===== src/sv/i2cm_pkg.sv =====
`default_nettype none
package i2cm_pkg;

  typedef enum logic [2:0] {
    OP_START = 3'd0,
    OP_STOP  = 3'd1,
    OP_WRITE = 3'd2,
    OP_READ  = 3'd3,
    OP_WAIT  = 3'd4
  } op_t;

  typedef enum logic {
    ST_IDLE,
    ST_RUN
  } state_t;

  localparam logic REG_START_STOP_HOLD = 1'b0;
  localparam logic REG_ACK_TIMEOUT     = 1'b1;

  localparam logic [15:0] START_STOP_HOLD_RST = 16'd10;
  localparam logic [7:0]  ACK_TIMEOUT_RST     = 8'd250;
  localparam logic [15:0] BIT_HOLD            = 16'd2;
  localparam logic [15:0] SAMPLE_HOLD         = 16'd1;

  // context handed from the sequencer to the phase decoder
  typedef struct packed {
    op_t         op;
    logic [4:0]  idx;
    logic [1:0]  sub;
    logic        tx_bit;
    logic        ack_n;
    logic        fail;
    logic [7:0]  rx;
    logic        clock_line;
    logic        data_line;
    logic [15:0] ss_hold;
  } ctx_t;

  typedef struct packed {
    logic        scl;
    logic        sda;
    logic        dir_in;
    logic [15:0] hold;
    logic [7:0]  rx_byte;
    logic        ack_error;
    logic        last;
  } phase_t;

endpackage
`default_nettype wire


===== src/sv/i2cm_cmd_if.sv =====
`default_nettype none
interface i2cm_cmd_if;
  logic       valid;
  logic       ready;
  logic [2:0] opcode;
  logic [7:0] tx_byte;
  logic       send_ack;
  logic [7:0] line_bits;
  logic [7:0] ack_polls;

  modport source (output valid, opcode, tx_byte, send_ack, line_bits, ack_polls,
                  input ready);
  modport sink (input valid, opcode, tx_byte, send_ack, line_bits, ack_polls,
                output ready);
endinterface
`default_nettype wire


===== src/sv/i2cm_phase_if.sv =====
`default_nettype none
interface i2cm_phase_if;
  logic        valid;
  logic        ready;
  logic        scl_level;
  logic        sda_level;
  logic        sda_is_input;
  logic [15:0] hold_ticks;
  logic [7:0]  rx_byte;
  logic        ack_error;
  logic        last;

  modport source (output valid, scl_level, sda_level, sda_is_input, hold_ticks,
                  rx_byte, ack_error, last, input ready);
  modport sink (input valid, scl_level, sda_level, sda_is_input, hold_ticks,
                rx_byte, ack_error, last, output ready);
endinterface
`default_nettype wire


===== src/sv/i2c_master_bit_sequencer.sv =====
// a command is accepted into the context registers, then each phase from the phase decoder
// is registered into the output register, one phase per cycle unless phase.valid is held
// without phase.ready; a command keeps the sequencer busy until its last phase is stepped,
// and unknown opcodes are accepted and produce nothing
// reset: scl and sda released high, config registers at their defaults
`default_nettype none
module i2c_master_bit_sequencer
  import i2cm_pkg::*;
(
  input  wire logic        clk,
  input  wire logic        rst,
  i2cm_cmd_if.sink         cmd,
  i2cm_phase_if.source     phase,
  input  wire logic        cfg_we,
  input  wire logic        cfg_index,
  input  wire logic [15:0] cfg_data
);

  state_t      state;
  state_t      state_next;
  op_t         op;
  logic [4:0]  idx;
  logic [1:0]  sub;
  logic [7:0]  sh;
  logic        ack_n;
  logic        fail;
  logic [7:0]  rx;
  logic        clock_line;
  logic        data_line;
  logic [15:0] ss_hold;
  logic [7:0]  ack_to;
  logic        step;
  logic        cmd_take;
  logic        cmd_known;
  ctx_t        ctx;
  phase_t      ph;

  assign ctx = '{op: op, idx: idx, sub: sub, tx_bit: sh[7], ack_n: ack_n,
                 fail: fail, rx: rx, clock_line: clock_line,
                 data_line: data_line, ss_hold: ss_hold};

  i2cm_phase_dec u_dec (
    .ctx (ctx),
    .ph  (ph)
  );

  assign cmd_known = (cmd.opcode <= OP_WAIT);

  always_comb begin
    state_next = state;
    unique case (state)
      ST_IDLE: if (cmd.valid && cmd_known) state_next = ST_RUN;
      ST_RUN:  if (step && ph.last) state_next = ST_IDLE;
      default: state_next = ST_IDLE;
    endcase
  end

  always_comb begin
    cmd.ready = (state == ST_IDLE);
    cmd_take  = cmd.valid && cmd.ready;
    step      = (state == ST_RUN) && (!phase.valid || phase.ready);
  end

  always_ff @(posedge clk) begin
    if (rst) begin
      state       <= ST_IDLE;
      phase.valid <= 1'b0;
      clock_line  <= 1'b1;
      data_line   <= 1'b1;
      ss_hold     <= START_STOP_HOLD_RST;
      ack_to      <= ACK_TIMEOUT_RST;
    end else begin
      state <= state_next;
      if (cfg_we) begin
        unique case (cfg_index)
          REG_START_STOP_HOLD: ss_hold <= cfg_data;
          REG_ACK_TIMEOUT:     ack_to  <= cfg_data[7:0];
          default: ;
        endcase
      end
      if (step) begin
        phase.valid <= 1'b1;
        clock_line  <= ph.scl;
        data_line   <= ph.sda;
      end else if (phase.ready) begin
        phase.valid <= 1'b0;
      end
    end
  end

  // command context and output payload
  always_ff @(posedge clk) begin
    if (cmd_take) begin
      op    <= op_t'(cmd.opcode);
      idx   <= '0;
      sub   <= '0;
      sh    <= cmd.tx_byte;
      ack_n <= ~cmd.send_ack;
      fail  <= (cmd.ack_polls > ack_to);
      rx    <= cmd.line_bits;
    end else if (step) begin
      idx <= idx + 5'd1;
      if (sub == 2'd2) begin
        sub <= '0;
        sh  <= {sh[6:0], 1'b0};
      end else begin
        sub <= sub + 2'd1;
      end
    end
    if (step) begin
      phase.scl_level    <= ph.scl;
      phase.sda_level    <= ph.dir_in | ph.sda;
      phase.sda_is_input <= ph.dir_in;
      phase.hold_ticks   <= ph.hold;
      phase.rx_byte      <= ph.rx_byte;
      phase.ack_error    <= ph.ack_error;
      phase.last         <= ph.last;
    end
  end

endmodule
`default_nettype wire


===== src/sv/i2cm_phase_dec.sv =====
`default_nettype none
module i2cm_phase_dec
  import i2cm_pkg::*;
(
  input  ctx_t   ctx,
  output phase_t ph
);

  logic [1:0] stop_idx;

  always_comb begin
    stop_idx = ctx.idx[1:0];
    ph = '0;
    unique case (ctx.op)
      OP_START: begin
        ph.last = (ctx.idx[1:0] == 2'd3);
        unique case (ctx.idx[1:0])
          2'd0: begin ph.scl = ctx.clock_line; ph.sda = 1'b1; end
          2'd1: begin ph.scl = 1'b1; ph.sda = 1'b1; ph.hold = ctx.ss_hold; end
          2'd2: begin ph.scl = 1'b1; ph.sda = 1'b0; ph.hold = ctx.ss_hold; end
          default: begin ph.scl = 1'b0; ph.sda = 1'b0; end
        endcase
      end
      OP_WRITE: begin
        ph.scl  = (ctx.sub == 2'd1);
        ph.sda  = ctx.tx_bit;
        ph.hold = BIT_HOLD;
        ph.last = (ctx.idx == 5'd23);
      end
      OP_READ: begin
        priority if (!ctx.idx[4]) begin
          // eight sample clocks with sda released
          ph.scl    = ctx.idx[0];
          ph.sda    = ctx.data_line;
          ph.dir_in = 1'b1;
          ph.hold   = ctx.idx[0] ? SAMPLE_HOLD : BIT_HOLD;
        end else if (ctx.idx[1:0] == 2'd0) begin
          ph.sda  = ctx.ack_n;
          ph.hold = BIT_HOLD;
        end else if (ctx.idx[1:0] == 2'd1) begin
          ph.scl  = 1'b1;
          ph.sda  = ctx.ack_n;
          ph.hold = BIT_HOLD;
        end else begin
          ph.sda     = ctx.ack_n;
          ph.last    = 1'b1;
          ph.rx_byte = ctx.rx;
        end
      end
      OP_STOP, OP_WAIT: begin
        priority if (ctx.op == OP_WAIT && ctx.idx < 5'd2) begin
          ph.scl    = ctx.idx[0] ? 1'b1 : ctx.clock_line;
          ph.sda    = 1'b1;
          ph.dir_in = 1'b1;
          ph.hold   = SAMPLE_HOLD;
        end else if (ctx.op == OP_WAIT && !ctx.fail) begin
          ph.sda    = 1'b1;
          ph.dir_in = 1'b1;
          ph.last   = 1'b1;
        end else begin
          // stop condition, shifted by two phases after a failed poll
          if (ctx.op == OP_WAIT) begin
            stop_idx = ctx.idx[1:0] - 2'd2;
          end
          ph.last      = (stop_idx == 2'd3);
          ph.ack_error = (stop_idx == 2'd3) && (ctx.op == OP_WAIT);
          unique case (stop_idx)
            2'd0: begin ph.scl = ctx.clock_line; ph.sda = 1'b0; end
            2'd1: begin ph.scl = 1'b0; ph.sda = 1'b0; ph.hold = ctx.ss_hold; end
            2'd2: begin ph.scl = 1'b1; ph.sda = 1'b0; end
            default: begin ph.scl = 1'b1; ph.sda = 1'b1; ph.hold = ctx.ss_hold; end
          endcase
        end
      end
      default: ph = '0;
    endcase
  end

endmodule
`default_nettype wire

===== src/flat_wrapper.sv =====
// flat-port wrapper written by rule: the top's interface ports become plain ports
module i2c_master_bit_sequencer_flat import i2cm_pkg::*;
  (clk, rst, cfg_we, cfg_index, cfg_data, cmd_valid, cmd_opcode, cmd_tx_byte, cmd_send_ack, cmd_line_bits, cmd_ack_polls, cmd_ready, phase_valid, phase_scl_level, phase_sda_level, phase_sda_is_input, phase_hold_ticks, phase_rx_byte, phase_ack_error, phase_last, phase_ready);
  i2cm_cmd_if cmd_i ();
  i2cm_phase_if phase_i ();
  input  wire logic clk;
  input  wire logic rst;
  input  wire logic cfg_we;
  input  wire logic cfg_index;
  input  wire logic [15:0] cfg_data;
  input wire logic [$bits(cmd_i.valid)-1:0] cmd_valid;
  input wire logic [$bits(cmd_i.opcode)-1:0] cmd_opcode;
  input wire logic [$bits(cmd_i.tx_byte)-1:0] cmd_tx_byte;
  input wire logic [$bits(cmd_i.send_ack)-1:0] cmd_send_ack;
  input wire logic [$bits(cmd_i.line_bits)-1:0] cmd_line_bits;
  input wire logic [$bits(cmd_i.ack_polls)-1:0] cmd_ack_polls;
  output wire logic [$bits(cmd_i.ready)-1:0] cmd_ready;
  output wire logic [$bits(phase_i.valid)-1:0] phase_valid;
  output wire logic [$bits(phase_i.scl_level)-1:0] phase_scl_level;
  output wire logic [$bits(phase_i.sda_level)-1:0] phase_sda_level;
  output wire logic [$bits(phase_i.sda_is_input)-1:0] phase_sda_is_input;
  output wire logic [$bits(phase_i.hold_ticks)-1:0] phase_hold_ticks;
  output wire logic [$bits(phase_i.rx_byte)-1:0] phase_rx_byte;
  output wire logic [$bits(phase_i.ack_error)-1:0] phase_ack_error;
  output wire logic [$bits(phase_i.last)-1:0] phase_last;
  input wire logic [$bits(phase_i.ready)-1:0] phase_ready;
  assign cmd_i.valid = cmd_valid;
  assign cmd_i.opcode = cmd_opcode;
  assign cmd_i.tx_byte = cmd_tx_byte;
  assign cmd_i.send_ack = cmd_send_ack;
  assign cmd_i.line_bits = cmd_line_bits;
  assign cmd_i.ack_polls = cmd_ack_polls;
  assign cmd_ready = cmd_i.ready;
  assign phase_valid = phase_i.valid;
  assign phase_scl_level = phase_i.scl_level;
  assign phase_sda_level = phase_i.sda_level;
  assign phase_sda_is_input = phase_i.sda_is_input;
  assign phase_hold_ticks = phase_i.hold_ticks;
  assign phase_rx_byte = phase_i.rx_byte;
  assign phase_ack_error = phase_i.ack_error;
  assign phase_last = phase_i.last;
  assign phase_i.ready = phase_ready;
  i2c_master_bit_sequencer u_core (.clk(clk), .rst(rst), .cmd(cmd_i), .phase(phase_i), .cfg_we(cfg_we), .cfg_index(cfg_index), .cfg_data(cfg_data));
endmodule

===== config.mk =====
export PLATFORM = sky130hd
export DESIGN_NAME = i2c_master_bit_sequencer_flat
export DESIGN_NICKNAME = d
export VERILOG_FILES = /design/src/sv/i2cm_pkg.sv /design/src/sv/i2cm_cmd_if.sv /design/src/sv/i2cm_phase_if.sv /design/src/sv/i2c_master_bit_sequencer.sv /design/src/sv/i2cm_phase_dec.sv /design/src/flat_wrapper.sv
export SDC_FILE = /design/constraint.sdc
export NUM_CORES = 1
export LEC_CHECK = 0
export ABC_AREA = 1
export ABC_CLOCK_PERIOD_IN_PS = 4130
export BUFFER_PORTS_ARGS = -buffer_cell sky130_fd_sc_hd__buf_2
export CAP_MARGIN = 20
export CORE_MARGIN = 1
export CORE_UTILIZATION = 27
export DETAILED_ROUTE_END_ITERATION = 10
export PLACE_DENSITY_LB_ADDON = 0.2
export SLEW_MARGIN = 20
export SYNTH_ARGS = -nofsm -noshare
export SYNTH_HDL_FRONTEND = slang
export SYNTH_SLANG_ARGS = --single-unit

===== constraint.sdc =====
create_clock -name clk -period 4.13 [get_ports clk]
set_clock_uncertainty 0.1 [all_clocks]
set_input_delay 0.2065 -clock clk [delete_from_list [all_inputs] [get_ports clk]]
set_output_delay 0.2065 -clock clk [all_outputs]
set_load 0.1 [all_outputs]

**Yosys cells after proc, flatten, opt, wreduce, memory -nomap -nowiden**

Cells that the tools add are included.

- Register bits: 85
- Input bits: 50
- Logic and storage cells: 110

- $add $sub $neg: 3
- $lt $le $gt $ge: 3
- Equality and inequality tests: 13
- Mux-type cells: 40
- Bitwise gates (word level): 7
- Reductions and logical operators: 24

Operator list:

| kind | count |
|---|---|
| $pmux 16 s4 | 1 |
| $mux 16 | 3 |
| $mux 8 | 3 |
| $mux 2 | 10 |
| $mux 19 | 1 |
| $mux 1 | 16 |
| $pmux 2 s3 | 2 |
| $eq 2x2->1 const B | 5 |
| $gt 8x8->1 | 1 |
| $pmux 2 s4 | 1 |
| $logic_and 1x1->1 | 7 |
| $eq 2x1->1 const B | 3 |
| $eq 3x2->1 const B | 2 |
| $not 1->1 | 6 |
| $reduce_and 2->1 | 3 |
| $reduce_bool 2->1 | 3 |
| $reduce_or 2->1 | 3 |
| $add 5x1->5 const B | 1 |
| $eq 5x5->1 const B | 1 |
| $lt 5x2->1 const B | 1 |
| $logic_not 2->1 | 2 |
| $pmux 1 s2 | 2 |
| $pmux 1 s4 | 1 |
| $reduce_or 4->1 | 1 |
| 10 further kinds | 11 |

**Longest topological paths before layout**

Gate-level depths: netlist (run 1).

- Word-level depth: 12
- Depth in mapped cells: 11
- Gate-level depth less buffers: 11

**Cells and area by module**

A second synthesis (run 1) with hierarchy kept.

- Cells, all modules: 460
- Area total of the unflattened synthesis: 4,103.9 um^2

By module, submodules not included:

| module | times used | cells each | area each (um^2) | sequential area each (um^2) |
|---|---|---|---|---|
| i2c_master_bit_sequencer | 1 | 278 | 3,176.8 | 2,202.1 |
| i2cm_phase_dec | 1 | 182 | 927.1 | 0.0 |

**Worst setup path after synthesis (run 1)**

No wires, ideal clock.

- Path kind: flip-flop to flip-flop
- From: register u_core.phase.valid
- To: register u_core.idx[4]
- Setup time: 0.124 ns
- Arrival: 2.389 ns
- Slack: 1.517 ns
- Cell stages (with the launch flop): 8
- Clock period less this slack: 2.613 ns
- Path through: dfxtp_1 > nand2_1 > nand2_1 > clkinv_1 > nand3_1 > nor2_1 > o21ai_0 > a21oi_1

- Cells in the longest elaborated chain, start to end: 3

Ends and longest elaborated chain:

| item | line | source |
|---|---|---|
| from (decl) | i2cm_phase_if.sv:13 | `modport source (output valid, scl_level, sda_level, sda_is_input, hold_ticks,` |
| from (signal assigned) | i2c_master_bit_sequencer.sv:67 | `phase.valid <= 1'b0;` |
| from (signal assigned) | i2c_master_bit_sequencer.sv:82 | `phase.valid <= 1'b1;` |
| from (signal assigned) | i2c_master_bit_sequencer.sv:86 | `phase.valid <= 1'b0;` |
| $logic_not 1->1 | i2c_master_bit_sequencer.sv:61 | `step = (state == ST_RUN) && (!phase.valid \|\| phase.ready);` |
| $logic_or 1x1->1 | i2c_master_bit_sequencer.sv:61 |  |
| $logic_and 1x1->1 | i2c_master_bit_sequencer.sv:61 |  |
| net u_core.step | i2c_master_bit_sequencer.sv:32 | `logic step;` |
| to (signal assigned) | i2c_master_bit_sequencer.sv:102 | `idx <= idx + 5'd1;` |
| to (decl) | i2c_master_bit_sequencer.sv:22 | `logic [4:0] idx;` |

The timed path passes the listed nets, and every way through them passes these cells.
A chain may end at the register's enable or synchronous reset.

**Worst setup path in the final report (run 1)**

- From: register u_core.state
- To: register u_core.idx[0]

- Cells in the longest elaborated chain, start to end: 2
- Elaborated cells between the ends (all ways): 3
- Classes of those cells: bitwise: 1; reduce/logical: 2

Ends and longest elaborated chain:

| item | line | source |
|---|---|---|
| from (decl) | i2c_master_bit_sequencer.sv:19 | `state_t state;` |
| from (signal assigned) | i2c_master_bit_sequencer.sv:73 | `state <= state_next;` |
| $not 1->1 | i2c_master_bit_sequencer.sv:59 | `cmd.ready = (state == ST_IDLE);` |
| $logic_and 1x1->1 | i2c_master_bit_sequencer.sv:60 | `cmd_take = cmd.valid && cmd.ready;` |
| net u_core.cmd_take | i2c_master_bit_sequencer.sv:33 | `logic cmd_take;` |

The timed path passes the listed nets, and every way through them passes these cells.

==> results of run 1 <==
==> routing by layer <==
layer,global-route usage (%),vias to the layer above,wire length (um)
li1,-,1436,-
met1,16.3,1218,3960
met2,18.0,47,3380
met3,2.76,4,223
met4,4.81,0,53
met5,0,-,0
==> report_power, final <==
| part | switching, mW | total (mW) | leakage, nW | internal [mW] |
|---|---|---|---|---|
| logic | 0.285 | 0.380 | 1.15 | 0.0952 |
| clock network | 0.324 | 0.807 | 0.140 | 0.483 |
| registers | 0.0283 | 0.996 | 0.766 | 0.968 |
==> cells by family (layout without fill, tap and decap cells) <==
kind of cell,Yosys count,after routing
AO/OA/AOI/OAI,72,72
AND/OR/NAND/NOR,135,135
adder cells (fa/ha/maj),13,13
buffers and inverters,68,170
flip-flops,85,85
==> through the flow <==
stage               power [mW]  worst slack (ns)
detailed placement        1.39              1.87
global route              2.30              1.68
global placement          1.38              1.90
floorplan                 1.30              1.52
CTS                       2.21              1.86
finish                    2.18              1.92
==> worst max path at each step <==
stage | cells past startpoint | end | slack (ns)
after floorplan | 7 | u_core.idx[4]$_SDFFE_PP0P_ | 1.52
after CTS | 6 | u_core.idx[0]$_SDFFE_PP0P_ | 1.86
final | 6 | u_core.idx[0]$_SDFFE_PP0P_ | 1.92
after global placement | 6 | u_core.idx[0]$_SDFFE_PP0P_ | 1.90
after detailed placement | 6 | u_core.idx[0]$_SDFFE_PP0P_ | 1.87
after global routing | 6 | u_core.idx[0]$_SDFFE_PP0P_ | 1.68
==> repair_timing <==
item	in CTS	in global routing
hold endpoints to repair	13	0
buffers inserted	0	0
hold buffers	13	0
resized for setup	0	0
setup endpoints to repair	0	0
==> critical path: cells and delay by family, from the launching register on <==
family / cells / cell delay (ns)
buffers and inverters: 3 / 0.86
AO/OA/AOI/OAI: 2 / 0.46
AND/OR/NAND/NOR: 1 / 0.39
flip-flops: 1 / 0.34
==> state kept, by name (all words and copies together), names as in the netlist <==
| name | flops |
|---|---|
| u_core.phase.sda_is_input | 1 |
| u_core.phase.sda_level | 1 |
| u_core.op | 3 |
| u_core.rx | 8 |
| u_core.sh | 8 |
| u_core.phase.scl_level | 1 |
| u_core.fail | 1 |
| u_core.ack_to | 8 |
| u_core.ss_hold | 16 |
| u_core.clock_line | 1 |
| u_core.state | 1 |
| u_core.phase.valid | 1 |
| u_core.idx | 5 |
| u_core.phase.ack_error | 1 |
| u_core.sub | 2 |
| u_core.phase.rx_byte | 8 |
| u_core.ack_n | 1 |
| u_core.phase.last | 1 |
| u_core.phase.hold_ticks | 16 |
| u_core.data_line | 1 |
==> final cells by class <==
| type | instances | area (sq um) |
|---|---|---|
| fill | 1383 | 8530 |
| clock inverter | 6 | 62.6 |
| sequential | 85 | 2200 |
| clock buffer | 10 | 239 |
| tap | 176 | 220 |
| multi-input combinational | 220 | 1180 |
| timing repair buffer | 94 | 538 |
| inverter | 60 | 225 |
==> placed cells by master, fill, tap and decap left out, types with 2 or more instances in the layout <==
cell type                       count
sky130_fd_sc_hd__nor4_1             3
sky130_fd_sc_hd__nand3_1           13
sky130_fd_sc_hd__nand2_1           65
sky130_fd_sc_hd__dfxtp_1           35
sky130_fd_sc_hd__nand4_1            4
sky130_fd_sc_hd__edfxtp_1          50
sky130_fd_sc_hd__nor2_4             4
sky130_fd_sc_hd__clkbuf_16          9
sky130_fd_sc_hd__clkinvlp_4         3
sky130_fd_sc_hd__dlygate4sd3_1     13
sky130_fd_sc_hd__nand2_2            2
sky130_fd_sc_hd__nor2_1            37
sky130_fd_sc_hd__clkinv_1           2
sky130_fd_sc_hd__inv_2              3
sky130_fd_sc_hd__buf_2             80
sky130_fd_sc_hd__o211ai_1           8
sky130_fd_sc_hd__inv_1             55
sky130_fd_sc_hd__nor3_1             3
sky130_fd_sc_hd__o21ai_0           30
sky130_fd_sc_hd__a21oi_1           29
sky130_fd_sc_hd__ha_1              13
sky130_fd_sc_hd__clkinv_2           2
==> summary.json, run 1 <==
{
  "run_status": "finished with violations",
  "violations": "DRC",
  "final_max_slew_viol_count": 0,
  "synthesis.area_per_instance_sq_um": 9.75,
  "antenna_found_initial": 0,
  "antenna_cells": 0,
  "synthesized_netlist_cell_count": 373,
  "min-delay-path-class": "primary input to flop",
  "cpPeakStageDelay_ns": 0.73,
  "crit_chain": "inv_1 > nand2_1 > clkinv_1 > o21ai_0 > o21ai_0 > inv_1",
  "holdWs_ns": 0.0202,
  "core_area_sq_um": 13200,
  "grt_util_all_layers_pct": 11.9,
  "die_area_sq_um": 13900,
  "postSynth.asyncResetShare_pct": 0,
  "combinational_family_with_the_most_area_after_synthesis": "simple AND/OR/NAND/NOR gates",
  "drt-wirelength-per-cell_um": 11.7,
  "placed_cell_area_sq_um": 4230,
  "path_class": "flop to flop",
  "place_inst": 622,
  "worst_path_max_delay_cell": "sky130_fd_sc_hd__clkinv_1",
  "report.final.hold_viol_count": 0,
  "finalCoreUtilization_pct": 35.4,
  "post-synth-top-area-cell": "sky130_fd_sc_hd__edfxtp_1",
  "synth.area.top_cells": "sky130_fd_sc_hd__edfxtp_1, sky130_fd_sc_hd__dfxtp_1, sky130_fd_sc_hd__nand2_1",
  "ant_nets": 0,
  "max_freq_mhz": 452,
  "startpoint": "u_core.state$_SDFF_PP0_",
  "number_of_search_and_repair_iterations_in_the_first_detailed_routing_pass": 7,
  "yosysMostFrequentCell": "sky130_fd_sc_hd__nand2_1",
  "number_of_buffers_inserted_during_clock_tree_synthesis": 9,
  "finish.cell_count_without_fillers": 651,
  "grt_setup_unrepaired": "false",
  "worst_reg2reg_path_length_in_cells": 6,
  "fp.dieH_um": 118,
  "setup-tns-final_ns": 0,
  "sequential_element_share_of_the_synthesized_area_pct": 60.5,
  "cts-root-buf": "sky130_fd_sc_hd__clkbuf_16",
  "post_syn_area_sq_um": 3640,
  "max_cap_violations": 0,
  "crit_fanout": 22,
  "holdPathStages": 2,
  "via_per_inst": 4.16,
  "yosys_most_used_dff": "sky130_fd_sc_hd__edfxtp_1",
  "synth_enable_flop_cells": 50,
  "reg_to_reg_critical_path_endpoint": "u_core.idx[0]$_SDFFE_PP0P_",
  "finish.net_count": 533,
  "ir_drop_v": 0.000195,
  "min_period_over_period_pct": 53.6,
  "timing.reg2reg.setup_slack_ns": 1.92,
  "startpoint_kind_of_the_worst_setup_timing_path": "flop",
  "power.static_leakage_nw": 2.06,
  "clock_path_buffers": 2,
  "hold_end": "u_core.ack_n$_DFFE_PP_",
  "cts_tree": "done",
  "wire_length_of_the_first_global_routing_pass_um": 12900,
  "cp.required_ns": 4.31,
  "layout-drive-gt1-share_pct": 23.4,
  "initial_core_utilization_pct": 27.6,
  "setup_viol": 0,
  "drt_iter0_drc": 141,
  "routed-via-count": 2705,
  "level_count_of_the_clock_h_tree": 3,
  "clkLatencyLatePin_ns": 0.33,
  "clock_sinks": 85,
  "number_of_cell_rows": 42,
  "place.port_buffers": 80,
  "min-delay-start": "cmd_send_ack",
  "clk_pin_slew_ns": 0.06,
  "grt_max_degree": 28,
  "wirelength_um": 7620,
  "tightestPinTransition_ns": 0.760,
  "detailedPlacementHpwl_um": 5500,
  "final_period_minus_worst_setup_slack_ns": 2.21,
  "post_synth_most_frequent_cells": "sky130_fd_sc_hd__nand2_1, sky130_fd_sc_hd__inv_1, sky130_fd_sc_hd__edfxtp_1",
  "top_level_i_o_count": 81,
  "grt_pass1_vias": 2661,
  "gp_congestion": 0.833,
  "yosysWarnings": 0,
  "post_synth_fa_ha_maj_area_fraction_pct": 4.47,
  "maxSlewHeadroom_pct": 49.0,
  "pwr_density_cell_nw_per_um2": 468,
  "chipWidth_um": 118,
  "drt_drc_violations_left": 2,
  "crit_arrival_ns": 2.40,
  "grt_overflow_total": 0,
  "critPathCaptureType": "flop",
  "synthesis.nets": 436,
  "synth-xor-area-share_pct": 0,
  "reg2reg_from": "u_core.state$_SDFF_PP0_",
  "yosys_register_bits": 85,
  "yosys.area.top_type_share_pct": 41.3,
  "synthMuxAreaShare_pct": 0,
  "postLayoutCellArea_sq_um": 4660,
  "post_synth_and_or_nand_nor_area_fraction_pct": 16.6,
  "layout-area-overhead-vs-synth_pct": 28.2,
  "complex_gate_fraction_of_the_synthesized_area_pct": 11.2,
  "yosysUniqueCellTypes": 27
}
(Power assumes the default switching activity.)
==> inputs of run 2 (changes only) <==
--- a/config.mk
+++ b/config.mk
@@ -5,8 +5,8 @@
 export SDC_FILE = /design/constraint.sdc
 export NUM_CORES = 1
 export LEC_CHECK = 0
-export ABC_AREA = 1
-export ABC_CLOCK_PERIOD_IN_PS = 4130
+export ABC_AREA = 0
+export ABC_CLOCK_PERIOD_IN_PS = 1800
 export BUFFER_PORTS_ARGS = -buffer_cell sky130_fd_sc_hd__buf_2
 export CAP_MARGIN = 20
 export CORE_MARGIN = 1
==> constraint.sdc (replaced) <==
create_clock -name clk -period 1.8 [get_ports clk]
set_clock_uncertainty 0.1 [all_clocks]
set_input_delay 0.09 -clock clk [delete_from_list [all_inputs] [get_ports clk]]
set_output_delay 0.09 -clock clk [all_outputs]
set_load 0.1 [all_outputs]
==> run 2 against run 1 <==
Effect of this change: the run ends with setup timing left; core utilization up 4.6 points; power up 150%; die area up 3.7%; sequential cell count unchanged; sequential power up 130%; via count up 7.9%; critical endpoint is now u_core.phase.hold_ticks[10]$_DFFE_PP_; largest cell class unchanged; largest power group unchanged.
==> summary.json, run 2 <==
{
  "clockPowerShare": {"value": 32.6, "unit": "%", "change": "was 36.9%"},
  "max_cap_violations": {"value": 0, "change": "unchanged"},
  "power_report.internal_total": {"value": 3.69, "unit": "mW", "change": "was 1.55 mW"},
  "clock_path_buffers": {"value": 2, "change": "unchanged"},
  "postSynth.asyncResetShare": {"value": 0, "unit": "%", "change": "unchanged"},
  "crit_arrival": {"value": 1.80, "unit": "ns", "change": "was 2.40 ns"},
  "layout-drive-gt1-share": {"value": 34.2, "unit": "%", "change": "was 23.4%"},
  "power.share.combinational": {"value": 24.5, "unit": "%", "change": "was 17.4%"},
  "wire_length_of_the_first_global_routing_pass": {"value": 14400, "unit": "um", "change": "was 12,900 um"},
  "max_freq": {"value": 555, "unit": "MHz", "change": "was 452 MHz"},
  "gp_congestion": {"value": 0.824, "change": "was 0.833"},
  "mostFrequentLayoutCell": {"value": "sky130_fd_sc_hd__buf_2", "change": "unchanged"},
  "final_max_slew_viol_count": {"value": 0, "change": "unchanged"},
  "cp.required": {"value": 1.80, "unit": "ns", "change": "was 4.31 ns"},
  "chipWidth": {"value": 120, "unit": "um", "change": "was 118 um"},
  "drt-wirelength-per-cell": {"value": 13.6, "unit": "um", "change": "was 11.7 um"},
  "path_class": {"value": "flop to flop", "change": "unchanged"},
  "number_of_buffers_inserted_during_clock_tree_synthesis": {"value": 9, "change": "unchanged"},
  "detailedPlacementHpwl": {"value": 6270, "unit": "um", "change": "was 5500 um"},
  "post-synth-top-area-cell": {"value": "sky130_fd_sc_hd__edfxtp_1", "change": "unchanged"},
  "fp.dieH": {"value": 120, "unit": "um", "change": "was 118 um"},
  "sequential_element_share_of_the_synthesized_area": {"value": 58.4, "unit": "%", "change": "was 60.5%"},
  "holdWs": {"value": 0.0127, "unit": "ns", "change": "was 0.0202 ns"},
  "cpPeakStageDelay": {"value": 0.39, "unit": "ns", "change": "was 0.73 ns"},
  "grt_setup_unrepaired": {"value": "true", "change": "was false"},
  "final_period_minus_worst_setup_slack": {"value": 1.80, "unit": "ns", "change": "was 2.21 ns"},
  "ir_drop": {"value": 0.000351, "unit": "V", "change": "was 0.000195 V"},
  "setup_viol": {"value": 1, "change": "was 0"},
  "synthesis.nets": {"value": 403, "change": "was 436"},
  "clkLatencyLatePin": {"value": 0.34, "unit": "ns", "change": "was 0.33 ns"},
  "antenna_cells": {"value": 0, "change": "unchanged"},
  "ant_nets": {"value": 0, "change": "unchanged"},
  "final-seq-area": {"value": 2210, "unit": "sq um", "change": "was 2200 sq um"},
  "swShare": {"value": 32.3, "unit": "%", "change": "was 29.2%"},
  "synthesis.area_per_instance": {"value": 11.1, "unit": "sq um", "change": "was 9.75 sq um"},
  "grt_pass1_vias": {"value": 2916, "change": "was 2,661"},
  "core_area": {"value": 13500, "unit": "sq um", "change": "was 13,200 sq um"},
  "pwr_density_cell": {"value": 1010, "unit": "nW/um^2", "change": "was 468 nW/um^2"},
  "cts-root-buf": {"value": "sky130_fd_sc_hd__clkbuf_16", "change": "unchanged"},
  "die_area": {"value": 14500, "unit": "sq um", "change": "was 13,900 sq um"},
  "filler_cell_count": {"value": 1355, "change": "was 1,383"},
  "grt_max_degree": {"value": 31, "change": "was 28"},
  "report.final.hold_viol_count": {"value": 0, "change": "unchanged"},
  "grt_util_all_layers": {"value": 13.0, "unit": "%", "change": "was 11.9%"},
  "drt_iter0_drc": {"value": 115, "change": "was 141"},
  "clock_sinks": {"value": 85, "change": "unchanged"},
  "critical_path.top_delay_family": {"value": "simple AND/OR/NAND/NOR gates", "change": "was buffers and inverters"},
  "yosys_register_bits": {"value": 85, "change": "unchanged"},
  "yosysUniqueCellTypes": {"value": 52, "change": "was 27"},
  "layout-area-overhead-vs-synth": {"value": 42.6, "unit": "%", "change": "was 28.2%"},
  "min-delay-path-class": {"value": "primary input to flop", "change": "unchanged"},
  "finish.net_count": {"value": 544, "change": "was 533"},
  "layout.cells.most_common_list": {"value": "sky130_fd_sc_hd__buf_2, sky130_fd_sc_hd__edfxtp_1, sky130_fd_sc_hd__nand2_1, sky130_fd_sc_hd__dlygate4sd3_1, sky130_fd_sc_hd__dfxtp_1", "change": "was sky130_fd_sc_hd__buf_2, sky130_fd_sc_hd__nand2_1, sky130_fd_sc_hd__inv_1, sky130_fd_sc_hd__edfxtp_1, sky130_fd_sc_hd__nor2_1"},
  "yosys.area.top_type_share": {"value": 39.8, "unit": "%", "change": "was 41.3%"},
  "crit_fanout": {"value": 14, "change": "was 22"},
  "grt_overflow_total": {"value": 0, "change": "unchanged"},
  "cts_tree": {"value": "done", "change": "unchanged"},
  "number_of_cell_rows": {"value": 42, "change": "unchanged"},
  "run_status": {"value": "finished with violations", "change": "unchanged"},
  "yosysWarnings": {"value": 0, "change": "unchanged"},
  "post_syn_area": {"value": 3770, "unit": "sq um", "change": "was 3640 sq um"},
  "yosysMostFrequentCell": {"value": "sky130_fd_sc_hd__edfxtp_1", "change": "was sky130_fd_sc_hd__nand2_1"},
  "largest_registers": {"value": "u_core.phase.hold_ticks: 16 flops, u_core.ss_hold: 16 flops", "change": "unchanged"},
  "synth_enable_flop_cells": {"value": 50, "change": "unchanged"},
  "share_seq_of_total_power": {"value": 42.9, "unit": "%", "change": "was 45.6%"},
  "tightestPinTransition": {"value": 0.596, "unit": "ns", "change": "was 0.760 ns"},
  "number_of_search_and_repair_iterations_in_the_first_detailed_routing_pass": {"value": 4, "change": "was 7"},
  "critPathBufInv": {"value": 2, "change": "was 3"},
  "critPathCaptureType": {"value": "flop", "change": "unchanged"},
  "synthesized_netlist_cell_count": {"value": 340, "change": "was 373"},
  "top_level_i_o_count": {"value": 81, "change": "unchanged"},
  "net_load_switching_power": {"value": 1.76, "unit": "mW", "change": "was 0.638 mW"},
  "place.port_buffers": {"value": 80, "change": "unchanged"},
  "wirelength": {"value": 8980, "unit": "um", "change": "was 7620 um"},
  "startpoint_kind_of_the_worst_setup_timing_path": {"value": "flop", "change": "unchanged"},
  "power.static_leakage": {"value": 2.25, "unit": "nW", "change": "was 2.06 nW"},
  "maxSlewHeadroom": {"value": 60.3, "unit": "%", "change": "was 49.0%"},
  "post_synth_most_frequent_cells": {"value": "sky130_fd_sc_hd__edfxtp_1, sky130_fd_sc_hd__nand2_1, sky130_fd_sc_hd__dfxtp_1", "change": "was sky130_fd_sc_hd__nand2_1, sky130_fd_sc_hd__inv_1, sky130_fd_sc_hd__edfxtp_1"},
  "violations": {"value": "setup timing", "change": "was DRC"},
  "multi_input_area": {"value": 1550, "unit": "sq um", "change": "was 1180 sq um"},
  "via_per_inst": {"value": 4.41, "change": "was 4.16"},
  "antenna_found_initial": {"value": 0, "change": "unchanged"},
  "yosys_most_used_dff": {"value": "sky130_fd_sc_hd__edfxtp_1", "change": "unchanged"},
  "level_count_of_the_clock_h_tree": {"value": 3, "change": "unchanged"},
  "crit_chain": {"value": "buf_6 > nor4_4 > nor4_2 > o21a_1 > buf_12 > and2_1", "change": "was inv_1 > nand2_1 > clkinv_1 > o21ai_0 > o21ai_0 > inv_1"},
  "worst_path_max_delay_cell": {"value": "sky130_fd_sc_hd__nor4_4", "change": "was sky130_fd_sc_hd__clkinv_1"},
  "initial_core_utilization": {"value": 28.1, "unit": "%", "change": "was 27.6%"},
  "drt_drc_violations_left": {"value": 0, "change": "was 2"},
  "routed-via-count": {"value": 2919, "change": "was 2,705"},
  "clk_pin_slew": {"value": 0.07, "unit": "ns", "change": "was 0.06 ns"},
  "synth.area.top_cells": {"value": "sky130_fd_sc_hd__edfxtp_1, sky130_fd_sc_hd__dfxtp_1, sky130_fd_sc_hd__ha_1", "change": "was sky130_fd_sc_hd__edfxtp_1, sky130_fd_sc_hd__dfxtp_1, sky130_fd_sc_hd__nand2_1"},
  "min_period_over_period": {"value": 100, "unit": "%", "change": "was 53.6%"},
  "pre_cts_ws": {"value": -0.109, "unit": "ns", "change": "was 1.87 ns"},
  "fin_ws": {"value": -0.00264, "unit": "ns", "change": "was 1.92 ns"}
}
run 2: final cells by class:
type	instances	share of cell area [%]
well taps	176	4.09
clock buffers	10	4.44
multi-input cells	221	28.7
inverters	16	1.19
flip-flops and latches	85	41.1
repair buffers	148	19.6
clock inverters	6	0.837
run 2: stage by stage:
| step | instance area [sq um] | TNS, ns | power [mW] | std cells | util (%) |
|---|---|---|---|---|---|
| final | 5380 | -0.00264 | 5.45 | 662 | 40.0 |
| after global routing | 5380 | -0.933 | 5.68 | 662 | 40.0 |
| after floorplan | 3820 | -0.0950 | 3.24 | 340 | - |
| after detailed placement | 4560 | -0.116 | 3.59 | 602 | 33.9 |
| after CTS | 5280 | 0 | 5.47 | 662 | 39.3 |
| after global placement | 4560 | -0.252 | 3.58 | 602 | 33.9 |
run 2: kinds of logic (layout without fill, tap and decap cells):
kind of cell	Yosys count	in the layout	synth area share (%)
adder cells (fa/ha/maj)	13	13	4.31
XOR/XNOR	4	4	0.929
buffers and inverters	34	180	4.08
multiplexers	11	11	3.15
AND/OR/NAND/NOR	133	133	19.1
AO/OA/AOI/OAI	60	60	10.1
flip-flops	85	85	58.4
run 2: worst paths after layout:
path                              startpoint                               endpoint  slack (ns)  cells past startpoint
max               u_core.idx[1]$_SDFFE_PP0P_  u_core.phase.hold_ticks[10]$_DFFE_PP_      -0.003                      6
min                              phase_ready        u_core.phase.valid$_SDFFE_PP0P_        0.01                      3
max reg2reg       u_core.idx[1]$_SDFFE_PP0P_  u_core.phase.hold_ticks[10]$_DFFE_PP_      -0.003                      6
min reg2reg  u_core.ss_hold[10]$_SDFFE_PP0P_        u_core.ss_hold[10]$_SDFFE_PP0P_        0.35                      2
run 2: power groups by stage:
| stage | combinational [mW] | clock [mW] | sequential (mW) |
|---|---|---|---|
| 2_1_floorplan | 0.456 | 0 | 2.78 |
| 3_3_place_gp | 1.20 | 0 | 2.37 |
| 3_5_place_dp | 1.21 | 0 | 2.38 |
| 4_1_cts | 1.29 | 1.84 | 2.34 |
| 5_1_grt | 1.43 | 1.89 | 2.36 |
| 6_report | 1.33 | 1.78 | 2.34 |
run 2: layer usage:
metal,GRT usage (%),part of all wire (%)
met4,5.48,1.6
met1,17.0,48
met5,0,0
met2,20.1,46
met3,3.58,4.3
run 2: tightest hold or removal path: stages:
cell	delay (ns)
sky130_fd_sc_hd__buf_2	0.08
sky130_fd_sc_hd__nand2b_4	0.17
sky130_fd_sc_hd__a21oi_1	0.07
run 2: what timing repair did:
item | 4_1_cts | 5_1_grt
buffers inserted | 5 | 0
pin swaps | 1 | 5
hold buffers | 39 | 0
endpoints found under the setup margin | 7 | 28
endpoints found under the hold margin | 40 | 0
gates resized for setup | 4 | 25
==> inputs of run 3 (changes only) <==
--- a/config.mk
+++ b/config.mk
@@ -12,6 +12,7 @@
 export CORE_MARGIN = 1
 export CORE_UTILIZATION = 27
 export DETAILED_ROUTE_END_ITERATION = 10
+export GPL_TIMING_DRIVEN = 0
 export PLACE_DENSITY_LB_ADDON = 0.2
 export SLEW_MARGIN = 20
 export SYNTH_ARGS = -nofsm -noshare
==> run 3 against run 2 <==
Effect of this change: the flow now finishes without violations; setup slack improved by 0.024 ns; die area did not move; first-iteration DRC count rose by 77%; critical path depth rose by 1; clock power barely moved; highest routed layer unchanged; worst hold slack improved by 0.0080 ns; register-to-register slack improved by 0.02 ns; fmax rose by 1.4%; non-clock buffer count fell by 1; design area fell by 0.53%.
==> summary.json, run 3 (synthesis gave the netlist of run 2 again) <==
{
  "multi_input_area": {"value": 1540, "unit": "sq um", "change": "was 1550 sq um"},
  "cp.required": {"value": 1.80, "unit": "ns", "change": "about the same"},
  "grt_pass1_vias": {"value": 2929, "change": "was 2,916"},
  "place.port_buffers": {"value": 80, "change": "unchanged"},
  "finish.net_count": {"value": 544, "change": "unchanged"},
  "layout.cells.most_common_list": {"value": "sky130_fd_sc_hd__buf_2, sky130_fd_sc_hd__edfxtp_1, sky130_fd_sc_hd__nand2_1, sky130_fd_sc_hd__dlygate4sd3_1, sky130_fd_sc_hd__dfxtp_1", "change": "unchanged"},
  "clock_sinks": {"value": 85, "change": "unchanged"},
  "drt_iter0_drc": {"value": 203, "change": "was 115"},
  "layout-drive-gt1-share": {"value": 35.0, "unit": "%", "change": "was 34.2%"},
  "holdWs": {"value": 0.0207, "unit": "ns", "change": "was 0.0127 ns"},
  "filler_cell_count": {"value": 1348, "change": "was 1,355"},
  "level_count_of_the_clock_h_tree": {"value": 3, "change": "unchanged"},
  "drt_drc_violations_left": {"value": 0, "change": "unchanged"},
  "clk_pin_slew": {"value": 0.06, "unit": "ns", "change": "was 0.07 ns"},
  "gp_congestion": {"value": 0.818, "change": "was 0.824"},
  "power.static_leakage": {"value": 2.22, "unit": "nW", "change": "was 2.25 nW"},
  "setup_viol": {"value": 0, "change": "was 1"},
  "chipWidth": {"value": 120, "unit": "um", "change": "unchanged"},
  "layout-area-overhead-vs-synth": {"value": 41.8, "unit": "%", "change": "was 42.6%"},
  "largest_registers": {"value": "u_core.phase.hold_ticks: 16 flops, u_core.ss_hold: 16 flops", "change": "unchanged"},
  "startpoint_kind_of_the_worst_setup_timing_path": {"value": "flop", "change": "unchanged"},
  "pwr_density_cell": {"value": 1020, "unit": "nW/um^2", "change": "was 1010 nW/um^2"},
  "via_per_inst": {"value": 4.47, "change": "was 4.41"},
  "mostFrequentLayoutCell": {"value": "sky130_fd_sc_hd__buf_2", "change": "unchanged"},
  "ant_nets": {"value": 0, "change": "unchanged"},
  "fp.dieH": {"value": 120, "unit": "um", "change": "unchanged"},
  "antenna_cells": {"value": 0, "change": "unchanged"},
  "drt-wirelength-per-cell": {"value": 13.9, "unit": "um", "change": "was 13.6 um"},
  "detailedPlacementHpwl": {"value": 6100, "unit": "um", "change": "was 6270 um"},
  "grt_max_degree": {"value": 23, "change": "was 31"},
  "setup-tns-final": {"value": 0, "unit": "ns", "change": "was -0.00264 ns"},
  "max_cap_violations": {"value": 0, "change": "unchanged"},
  "clock_path_buffers": {"value": 2, "change": "unchanged"},
  "place_inst": {"value": 596, "change": "was 602"},
  "die_area": {"value": 14500, "unit": "sq um", "change": "unchanged"},
  "wire_length_of_the_first_global_routing_pass": {"value": 14600, "unit": "um", "change": "was 14,400 um"},
  "timing.reg2reg.setup_slack": {"value": 0.02, "unit": "ns", "change": "was -0.003 ns"},
  "wirelength": {"value": 9190, "unit": "um", "change": "was 8980 um"},
  "critPathCaptureType": {"value": "flop", "change": "unchanged"},
  "antenna_found_initial": {"value": 0, "change": "unchanged"},
  "min-delay-path-class": {"value": "primary input to flop", "change": "unchanged"},
  "number_of_search_and_repair_iterations_in_the_first_detailed_routing_pass": {"value": 6, "change": "was 4"},
  "final-seq-area": {"value": 2210, "unit": "sq um", "change": "about the same"},
  "grt_overflow_total": {"value": 0, "change": "unchanged"},
  "crit_arrival": {"value": 1.78, "unit": "ns", "change": "was 1.80 ns"},
  "tightestPinTransition": {"value": 0.525, "unit": "ns", "change": "was 0.596 ns"},
  "initial_core_utilization": {"value": 28.1, "unit": "%", "change": "unchanged"},
  "number_of_buffers_inserted_during_clock_tree_synthesis": {"value": 9, "change": "unchanged"},
  "ir_drop": {"value": 0.000476, "unit": "V", "change": "was 0.000351 V"},
  "max_freq": {"value": 562, "unit": "MHz", "change": "was 555 MHz"},
  "crit_fanout": {"value": 5, "change": "was 14"},
  "grt_setup_unrepaired": {"value": "true", "change": "unchanged"},
  "top_level_i_o_count": {"value": 81, "change": "unchanged"},
  "total_power": {"value": 5.44, "unit": "mW", "change": "was 5.45 mW"},
  "clkLatencyLatePin": {"value": 0.34, "unit": "ns", "change": "about the same"},
  "cts_tree": {"value": "done", "change": "unchanged"},
  "number_of_cell_rows": {"value": 42, "change": "unchanged"},
  "cts-root-buf": {"value": "sky130_fd_sc_hd__clkbuf_16", "change": "unchanged"},
  "path_class": {"value": "flop to flop", "change": "unchanged"},
  "report.final.hold_viol_count": {"value": 0, "change": "unchanged"},
  "maxSlewHeadroom": {"value": 65.0, "unit": "%", "change": "was 60.3%"},
  "final_max_slew_viol_count": {"value": 0, "change": "unchanged"},
  "finish.cell_count_without_fillers": {"value": 662, "change": "unchanged"},
  "routed-via-count": {"value": 2959, "change": "was 2,919"},
  "core_area": {"value": 13500, "unit": "sq um", "change": "unchanged"},
  "final_period_minus_worst_setup_slack": {"value": 1.78, "unit": "ns", "change": "was 1.80 ns"},
  "min_period_over_period": {"value": 98.8, "unit": "%", "change": "was 100%"},
  "run_status": {"value": "completed", "change": "was finished with violations"},
  "grt_util_all_layers": {"value": 13.3, "unit": "%", "change": "was 13.0%"}
}
[run 3: worst paths after layout]
check | depth (start not counted) | to | start
max | 7 | u_core.phase.hold_ticks[15]$_DFFE_PP_ | u_core.idx[0]$_SDFFE_PP0P_
max reg2reg | 7 | u_core.phase.hold_ticks[15]$_DFFE_PP_ | u_core.idx[0]$_SDFFE_PP0P_
min | 3 | u_core.phase.valid$_SDFFE_PP0P_ | phase_ready
min reg2reg | 2 | u_core.ss_hold[15]$_SDFFE_PP0P_ | u_core.ss_hold[15]$_SDFFE_PP0P_
[run 3: what timing repair did]
item | in CTS | in global routing
cloned | 2 | 0
hold buffers | 36 | 0
gates resized for setup | 37 | 18
pin swaps | 16 | 9
endpoints found under the hold margin | 40 | 0
endpoints found under the setup margin | 65 | 30
setup buffers | 8 | 4
[run 3: routing by layer]
metal / part of all wire (%) / track usage, % / routed length (um)
met5: 0 / 0 / 0
met2: 46 / 20.8 / 4270
met3: 4.1 / 2.78 / 378
met4: 2.1 / 6.33 / 195
met1: 47 / 17.4 / 4350
[run 3: area by class of cell]
cell class | instances | share of cell area, %
sequential | 85 | 41.4
clock buffer | 10 | 4.47
tap | 176 | 4.12
timing repair inverter | 1 | 0.140
inverter | 16 | 1.40
buffer | 18 | 2.57
multi-input combinational | 221 | 28.9
clock inverter | 6 | 0.842
timing repair buffer | 129 | 16.2
[run 3: worst max-delay path: stages (launching register included)]
cell	delay [ns]
sky130_fd_sc_hd__dfxtp_4	0.36
sky130_fd_sc_hd__clkinvlp_4	0.11
sky130_fd_sc_hd__ha_4	0.26
sky130_fd_sc_hd__mux2i_1	0.13
sky130_fd_sc_hd__nor2_1	0.06
sky130_fd_sc_hd__o21a_2	0.25
sky130_fd_sc_hd__buf_6	0.14
sky130_fd_sc_hd__and2_4	0.14
[run 3: where the power goes]
part	total, mW	switching (mW)	internal [mW]
logic	1.37	0.906	0.460
registers	2.33	0.0769	2.25
clock network	1.75	0.768	0.980
[run 3: metrics by stage]
step	area, sq um	util, %	worst slack [ns]
CTS	5270	39.2	-0.0181
global placement	4440	33.0	-0.281
global route	5350	39.8	-0.0509
floorplan	3820	-	-0.0950
detailed placement	4440	33.0	-0.309
finish	5350	39.8	0.0214
